### src/rtl/dmcs_pkg.sv
package dmcs_pkg;

    localparam int MAX_WIDTH_DEF  = 256;
    localparam int MAX_HEIGHT_DEF = 256;
    localparam int MAX_RADIUS_DEF = 15;

    // signed room for centre plus offset and for the clamp limits
    localparam int COORD_W = 11;

    localparam int PC_W       = 4;
    localparam int CFG_IDX_W  = 2;
    localparam int CFG_DATA_W = 9;

    localparam logic [CFG_IDX_W-1:0] REG_IMAGE_WIDTH  = 2'd0;
    localparam logic [CFG_IDX_W-1:0] REG_IMAGE_HEIGHT = 2'd1;
    localparam logic [CFG_IDX_W-1:0] REG_DISC_RADIUS  = 2'd2;

    localparam logic CMD_WRITE = 1'b0;
    localparam logic CMD_QUERY = 1'b1;

    localparam logic [PC_W-1:0] STEP_IDLE      = 4'd0;
    localparam logic [PC_W-1:0] STEP_WALK      = 4'd1;
    localparam logic [PC_W-1:0] STEP_DRAIN     = 4'd2;
    localparam logic [PC_W-1:0] STEP_DIV0      = 4'd3;
    localparam logic [PC_W-1:0] STEP_DIV0_WAIT = 4'd4;
    localparam logic [PC_W-1:0] STEP_DIV1      = 4'd5;
    localparam logic [PC_W-1:0] STEP_DIV1_WAIT = 4'd6;
    localparam logic [PC_W-1:0] STEP_DIV2      = 4'd7;
    localparam logic [PC_W-1:0] STEP_DIV2_WAIT = 4'd8;
    localparam logic [PC_W-1:0] STEP_FINISH    = 4'd9;

    typedef enum logic [1:0] {
        CH_0,
        CH_1,
        CH_2
    } chan_sel_t;

    typedef enum logic [2:0] {
        COND_NEXT,
        COND_IDLE,
        COND_WALK,
        COND_DIV,
        COND_JUMP
    } cond_t;

    typedef struct packed {
        logic            accept;
        logic            walk;
        logic            div_start;
        logic            store_q;
        logic            out_strobe;
        chan_sel_t       sel;
        cond_t           cond;
        logic [PC_W-1:0] target;
    } ctrl_t;

    typedef struct packed {
        logic start;
        logic query;
        logic walk_last;
        logic div_busy;
    } status_t;

    typedef struct packed {
        logic       command;
        logic [7:0] pos_x;
        logic [7:0] pos_y;
        logic [7:0] pixel_ch0;
        logic [7:0] pixel_ch1;
        logic [7:0] pixel_ch2;
    } in_item_t;

    typedef struct packed {
        logic [7:0] mean_ch0;
        logic [7:0] mean_ch1;
        logic [7:0] mean_ch2;
    } result_t;

    function automatic ctrl_t microcode(input logic [PC_W-1:0] pc);
        ctrl_t w;
        w        = '0;
        w.sel    = CH_0;
        w.cond   = COND_NEXT;
        w.target = STEP_IDLE;
        case (pc)
            STEP_IDLE:
            begin
                w.accept = 1'b1;
                w.cond   = COND_IDLE;
                w.target = STEP_IDLE;
            end
            STEP_WALK:
            begin
                w.walk   = 1'b1;
                w.cond   = COND_WALK;
                w.target = STEP_WALK;
            end
            STEP_DRAIN:
            begin
                w.cond = COND_NEXT;
            end
            STEP_DIV0:
            begin
                w.div_start = 1'b1;
                w.sel       = CH_0;
            end
            STEP_DIV0_WAIT:
            begin
                w.cond   = COND_DIV;
                w.target = STEP_DIV0_WAIT;
            end
            STEP_DIV1:
            begin
                w.store_q   = 1'b1;
                w.div_start = 1'b1;
                w.sel       = CH_0;
            end
            STEP_DIV1_WAIT:
            begin
                w.sel    = CH_1;
                w.cond   = COND_DIV;
                w.target = STEP_DIV1_WAIT;
            end
            STEP_DIV2:
            begin
                w.store_q   = 1'b1;
                w.div_start = 1'b1;
                w.sel       = CH_1;
            end
            STEP_DIV2_WAIT:
            begin
                w.sel    = CH_2;
                w.cond   = COND_DIV;
                w.target = STEP_DIV2_WAIT;
            end
            STEP_FINISH:
            begin
                w.store_q    = 1'b1;
                w.out_strobe = 1'b1;
                w.sel        = CH_2;
                w.cond       = COND_JUMP;
                w.target     = STEP_IDLE;
            end
            default:
            begin
                w.cond   = COND_JUMP;
                w.target = STEP_IDLE;
            end
        endcase
        return w;
    endfunction

endpackage

### src/rtl/dmcs_sequencer.sv
module dmcs_sequencer (
    input  logic              clk,
    input  logic              rst_n,
    input  dmcs_pkg::status_t status,
    output dmcs_pkg::ctrl_t   ctrl,
    output logic              busy
);

    import dmcs_pkg::*;

    logic [PC_W-1:0] pc_reg, pc_next;

    always_comb
    begin
        ctrl = microcode(pc_reg);
    end

    always_comb
    begin
        case (ctrl.cond)
            COND_NEXT:
                pc_next = pc_reg + 1'b1;
            COND_IDLE:
                pc_next = (status.start && status.query) ? pc_reg + 1'b1 : ctrl.target;
            COND_WALK:
                pc_next = status.walk_last ? pc_reg + 1'b1 : ctrl.target;
            COND_DIV:
                pc_next = status.div_busy ? ctrl.target : pc_reg + 1'b1;
            COND_JUMP:
                pc_next = ctrl.target;
            default:
                pc_next = STEP_IDLE;
        endcase
    end

    always_ff @(posedge clk or negedge rst_n)
    begin
        if (!rst_n)
            pc_reg <= STEP_IDLE;
        else
            pc_reg <= pc_next;
    end

    assign busy = (pc_reg != STEP_IDLE);

endmodule

### config.mk
export PLATFORM = sky130hd
export DESIGN_NAME = dmcs_sequencer
export DESIGN_NICKNAME = d
export VERILOG_FILES = /design/src/rtl/dmcs_pkg.sv /design/src/rtl/dmcs_sequencer.sv
export SDC_FILE = /design/constraint.sdc
export NUM_CORES = 1
export LEC_CHECK = 0
export ABC_AREA = 1
export BUFFER_PORTS_ARGS = -buffer_cell sky130_fd_sc_hd__buf_2
export CORE_AREA = 4 4 41 43
export CTS_BUF_LIST = sky130_fd_sc_hd__clkbuf_4 sky130_fd_sc_hd__clkbuf_8
export DETAILED_ROUTE_END_ITERATION = 10
export DIE_AREA = 0 0 45 47
export PLACE_DENSITY = 0.87
export SYNTH_ARGS = -nofsm -noshare
export SYNTH_HDL_FRONTEND = slang
export SYNTH_SLANG_ARGS = --single-unit
### constraint.sdc
create_clock -name clk -period 2.8 [get_ports clk]
set_clock_uncertainty 0.15 [all_clocks]
set_input_delay 0.28 -clock clk [delete_from_list [all_inputs] [get_ports clk]]
set_output_delay 0.28 -clock clk [all_outputs]
set_load 0.01 [all_outputs]
## Word level (Yosys, flattened, before mapping)

Cells that the tools add are included.

- Flip-flop bits (word level): 4
- Input port bits: 6
- Output and inout port bits: 15

- $add $sub $neg: 1
- Eq/ne operators: 13
- Mux-type cells: 12
- Reductions and logical operators: 10

Operators with widths:

| cell | count |
|---|---|
| $pmux 4 s5 | 1 |
| $eq 4x3->1 const B | 4 |
| $pmux 4 s4 | 1 |
| $mux 4 | 3 |
| $pmux 3 s4 | 1 |
| $reduce_or 3->1 | 3 |
| $eq 4x2->1 const B | 2 |
| $eq 4x4->1 const B | 2 |
| $eq 3x2->1 const B | 2 |
| $mux 1 | 5 |
| $add 4x1->4 const B | 1 |
| $eq 4x1->1 const B | 1 |
| $logic_not 4->1 | 1 |
| $pmux 2 s2 | 1 |
| $reduce_bool 4->1 | 1 |
| $reduce_or 2->1 | 2 |
| $reduce_or 4->1 | 1 |
| $eq 3x1->1 const B | 1 |
| $eq 3x3->1 const B | 1 |
| $logic_not 3->1 | 1 |
| $logic_and 1x1->1 | 1 |

## Longest topological paths before layout

- Depth after elaboration: 5
- Mapped depth: 10

## Least setup slack after synthesis

OpenSTA, ideal clock, no wires.

- Path kind: reg2out
- Start point: reg pc_reg[0]
- End point: out ctrl[6] (netlist bit)
- Arrival: 1377 ps
- Required time: 2370 ps
- Path slack: 993 ps
- Stages on the path, launching flop included: 8
- Path buffers: 0
- Cell sequence: dfrtp_1 -> inv_1 -> ha_1 -> inv_2 -> nand2_2 -> nand2_4 -> nand3_4 -> nor2_1

RTL lines:

| element | RTL line | text |
|---|---|---|
| start: declaration | dmcs_sequencer.sv:11 | `logic [PC_W-1:0] pc_reg, pc_next;` |
| start signal: assignment | dmcs_sequencer.sv:41 | `pc_reg <= pc_next;` |
| end: declaration | dmcs_sequencer.sv:5 | `output dmcs_pkg::ctrl_t ctrl,` |

==> results.py <==
metrics = {
    "logic_synthesis": {
        "ys_seq_area_share_pct": 14.1,
        "ys_types": 20,
        "postSynthAreaPerCell_um2": 6.27,
        "synth_area_um2": 708,
        "syn_nets": 123,
        "ys_ff_latch": 4,
        "synthCells": 113,
        "synth_warnings": 0,
    },
    "detailed_routing": {
        "wl_per_cell_um": 12.3,
        "vias_per_cell": 5.29,
        "drtIter0Drc": 23,
        "ant_nets": 0,
        "num_vias": 799,
        "totalWireLength_mm": 1.85,
        "drtPass1Iterations": 4,
        "drcViolationCount": 0,
    },
    "final_layout": {
        "n_antenna_cell": 0,
        "multi_input_area_um2": 514,
        "register_area_um2": 100,
        "drive_gt1_share_pct": 33.1,
        "largest_reg_flops": 4,
        "final_cell_mix": "31 x nand2_1, 20 x buf_2, 19 x inv_1, 13 x nand3_1, 7 x nor2_1",
        "nFillCells": 119,
        "stdcell_area_um2": 852,
        "final_common_cell": "nand2_1",
        "area.growth.synth_to_final_pct": 20.3,
        "final_nets": 148,
    },
    "grt": {
        "grt_pass1_wl_mm": 3.16,
        "grt_overflow": 0,
        "grt_antenna_before_repair": 0,
        "grt_start_max_net_pins": 9,
        "grtUsageTotal_pct": 20.7,
        "grt_pass1_vias": 750,
    },
    "pwr": {
        "p_sw_mw": 0.652,
        "p_comb_share_pct": 80.6,
        "ir_drop_mv": 1.01,
        "power_density_mw_per_mm2": 1280,
        "p_leak_nw": 0.553,
        "switching_share_pct": 59.9,
        "power_frac_clock_pct": 6.5,
        "p_int_mw": 0.436,
        "seq_power_share_pct": 12.9,
    },
    "setup_path": {
        "startpoint_type": "flip-flop",
        "worstPathCellList": "inv_1, ha_1, inv_2, nand2_2, nand2_4, nand3_4, nor2_1, buf_2",
        "crit_path_max_incr_delay_ps": 450,
        "cp_max_fo": 7,
        "critPathRequiredTime_ps": 2370,
        "endpoint_kind": "primary output",
        "r2r_cells": 10,
        "worstPathArrival_ps": 1800,
        "slowest_stage": "dfrtp_1",
        "path_class": "reg -> out",
    },
    "timing": {
        "setup_viol": 0,
        "hold_viol": 0,
        "rsz0062_at_grt": "false",
        "finalMaxSlewViolations": 0,
        "setup-tns-final_ps": 0,
        "fmax_ghz": 0.448,
        "period_share_pct": 79.7,
        "slew_headroom_pct": 75.4,
        "fin_crit_ps": 2230,
        "hold_ws_ps": 248,
        "tightest_slew_ps": 369,
    },
    "clock_tree": {
        "cts_setup_buffers": 0,
        "clk_pin_slew_ps": 40,
        "cts_tree": "yes",
        "cts.sinks": 4,
        "clk_path_buf_depth": 2,
        "worstSkewPairLatency_ps": 240,
        "cts_max_level": 1,
        "cts_resized": 0,
        "postCtsHoldBufs": 1,
        "cts-root-buf": "clkbuf_4",
        "cts_buffers": 3,
    },
    "hold_path": {
        "worstHoldPathType": "in -> async",
    },
    "floorplan": {
        "ios": 21,
        "rows": 13,
        "die_h_um": 47,
        "die_area_mm2": 0.00212,
        "die_w_um": 45,
        "start_util_pct": 54.4,
        "core-area_mm2": 0.00130,
    },
    "job": {
        "maxCapViolCount": 0,
    },
    "placement": {
        "gp_congestion": 0.899,
        "dp_hpwl_mm": 1.51,
        "placed_area_um2": 820,
        "numPortBuffers": 20,
    },
    "run_status": {
        "status": "finished clean",
    },
}
[cell families (layout without fill, tap and decap cells)]
group                    Yosys count  in the layout  share of synthesized area [%]
AO/OA/AOI/OAI                      5              5                           3.53
adder cells (fa/ha/maj)            4              4                           7.07
buffers and inverters             24             47                           13.3
flip-flops                         4              4                           14.1
AND/OR/NAND/NOR                   76             76                           62.0
[cells in the mapped netlist]
cell type / number / area [µm²]
nand2_4: 2 / 22.5
nor2_1: 7 / 26.3
nand4_1: 6 / 37.5
inv_2: 4 / 15.0
nand2_2: 5 / 31.3
nand4_2: 1 / 12.5
nand2_1: 31 / 116
ha_1: 4 / 50.1
o21ai_0: 2 / 10.0
o21ai_1: 1 / 5.00
and2_1: 1 / 6.26
nor2_2: 3 / 18.8
nand3_1: 13 / 65.1
inv_1: 19 / 71.3
nand3_4: 4 / 70.1
nor3_2: 1 / 10.0
a21oi_1: 2 / 10.0
nor2_4: 2 / 22.5
buf_4: 1 / 7.51
dfrtp_1: 4 / 100
[path summary, 6_finish.rpt]
| path | from | slack, ps | endpoint |
|---|---|---|---|
| worst min-delay path | rst_n | 250 | pc_reg[1]$_DFF_PN0_ |
| min in group clk | status[0] | 260 | pc_reg[3]$_DFF_PN0_ |
| worst min register to register | pc_reg[0]$_DFF_PN0_ | 610 | pc_reg[0]$_DFF_PN0_ |
| worst max-delay path | pc_reg[0]$_DFF_PN0_ | 570 | ctrl[6] |
| worst max register to register | pc_reg[0]$_DFF_PN0_ | 940 | pc_reg[2]$_DFF_PN0_ |
| max in group asynchronous | rst_n | 2140 | pc_reg[2]$_DFF_PN0_ |
[critical path: cells and delay by family (launching register included)]
kind / cells / cell delay (ps)
AND/OR/NAND/NOR: 4 / 430
buffers and inverters: 3 / 370
adder cells (fa/ha/maj): 1 / 310
flip-flops: 1 / 450
[routing by layer]
metal  vias to the layer above  global-route usage, %  wire length [µm]
met1                       352                   23.3               768
met5                         -                      0                 0
met2                        34                   36.7               921
met4                         0                   8.19                29
met3                         4                   6.13               133
li1                        409                      -                 -
[power by group through the flow]
stage	clock, mW	sequential [mW]	combinational [mW]
floorplan	0	0.113	0.672
global placement	0	0.138	0.852
detailed placement	0	0.140	0.870
CTS	0.0730	0.140	0.876
global route	0.0807	0.145	0.974
finish	0.0705	0.140	0.877
[metrics by stage]
step / util [%] / setup WS (ps) / std cells / total power [mW]
floorplan: - / 993 / 113 / 0.785
global placement: 63.0 / 920 / 147 / 0.990
detailed placement: 63.0 / 840 / 147 / 1.01
CTS: 65.5 / 577 / 151 / 1.09
global route: 65.5 / 436 / 151 / 1.20
finish: 65.5 / 569 / 151 / 1.09
[final cells by class]
| cell class | instances | share of cell area, % |
|---|---|---|
| inverters | 23 | 10.1 |
| clock buffers | 3 | 2.64 |
| well taps | 15 | 2.20 |
| flip-flops and latches | 4 | 11.7 |
| repair buffers | 21 | 12.9 |
| multi-input cells | 85 | 60.4 |
Power figures use the tool's default switching activity.
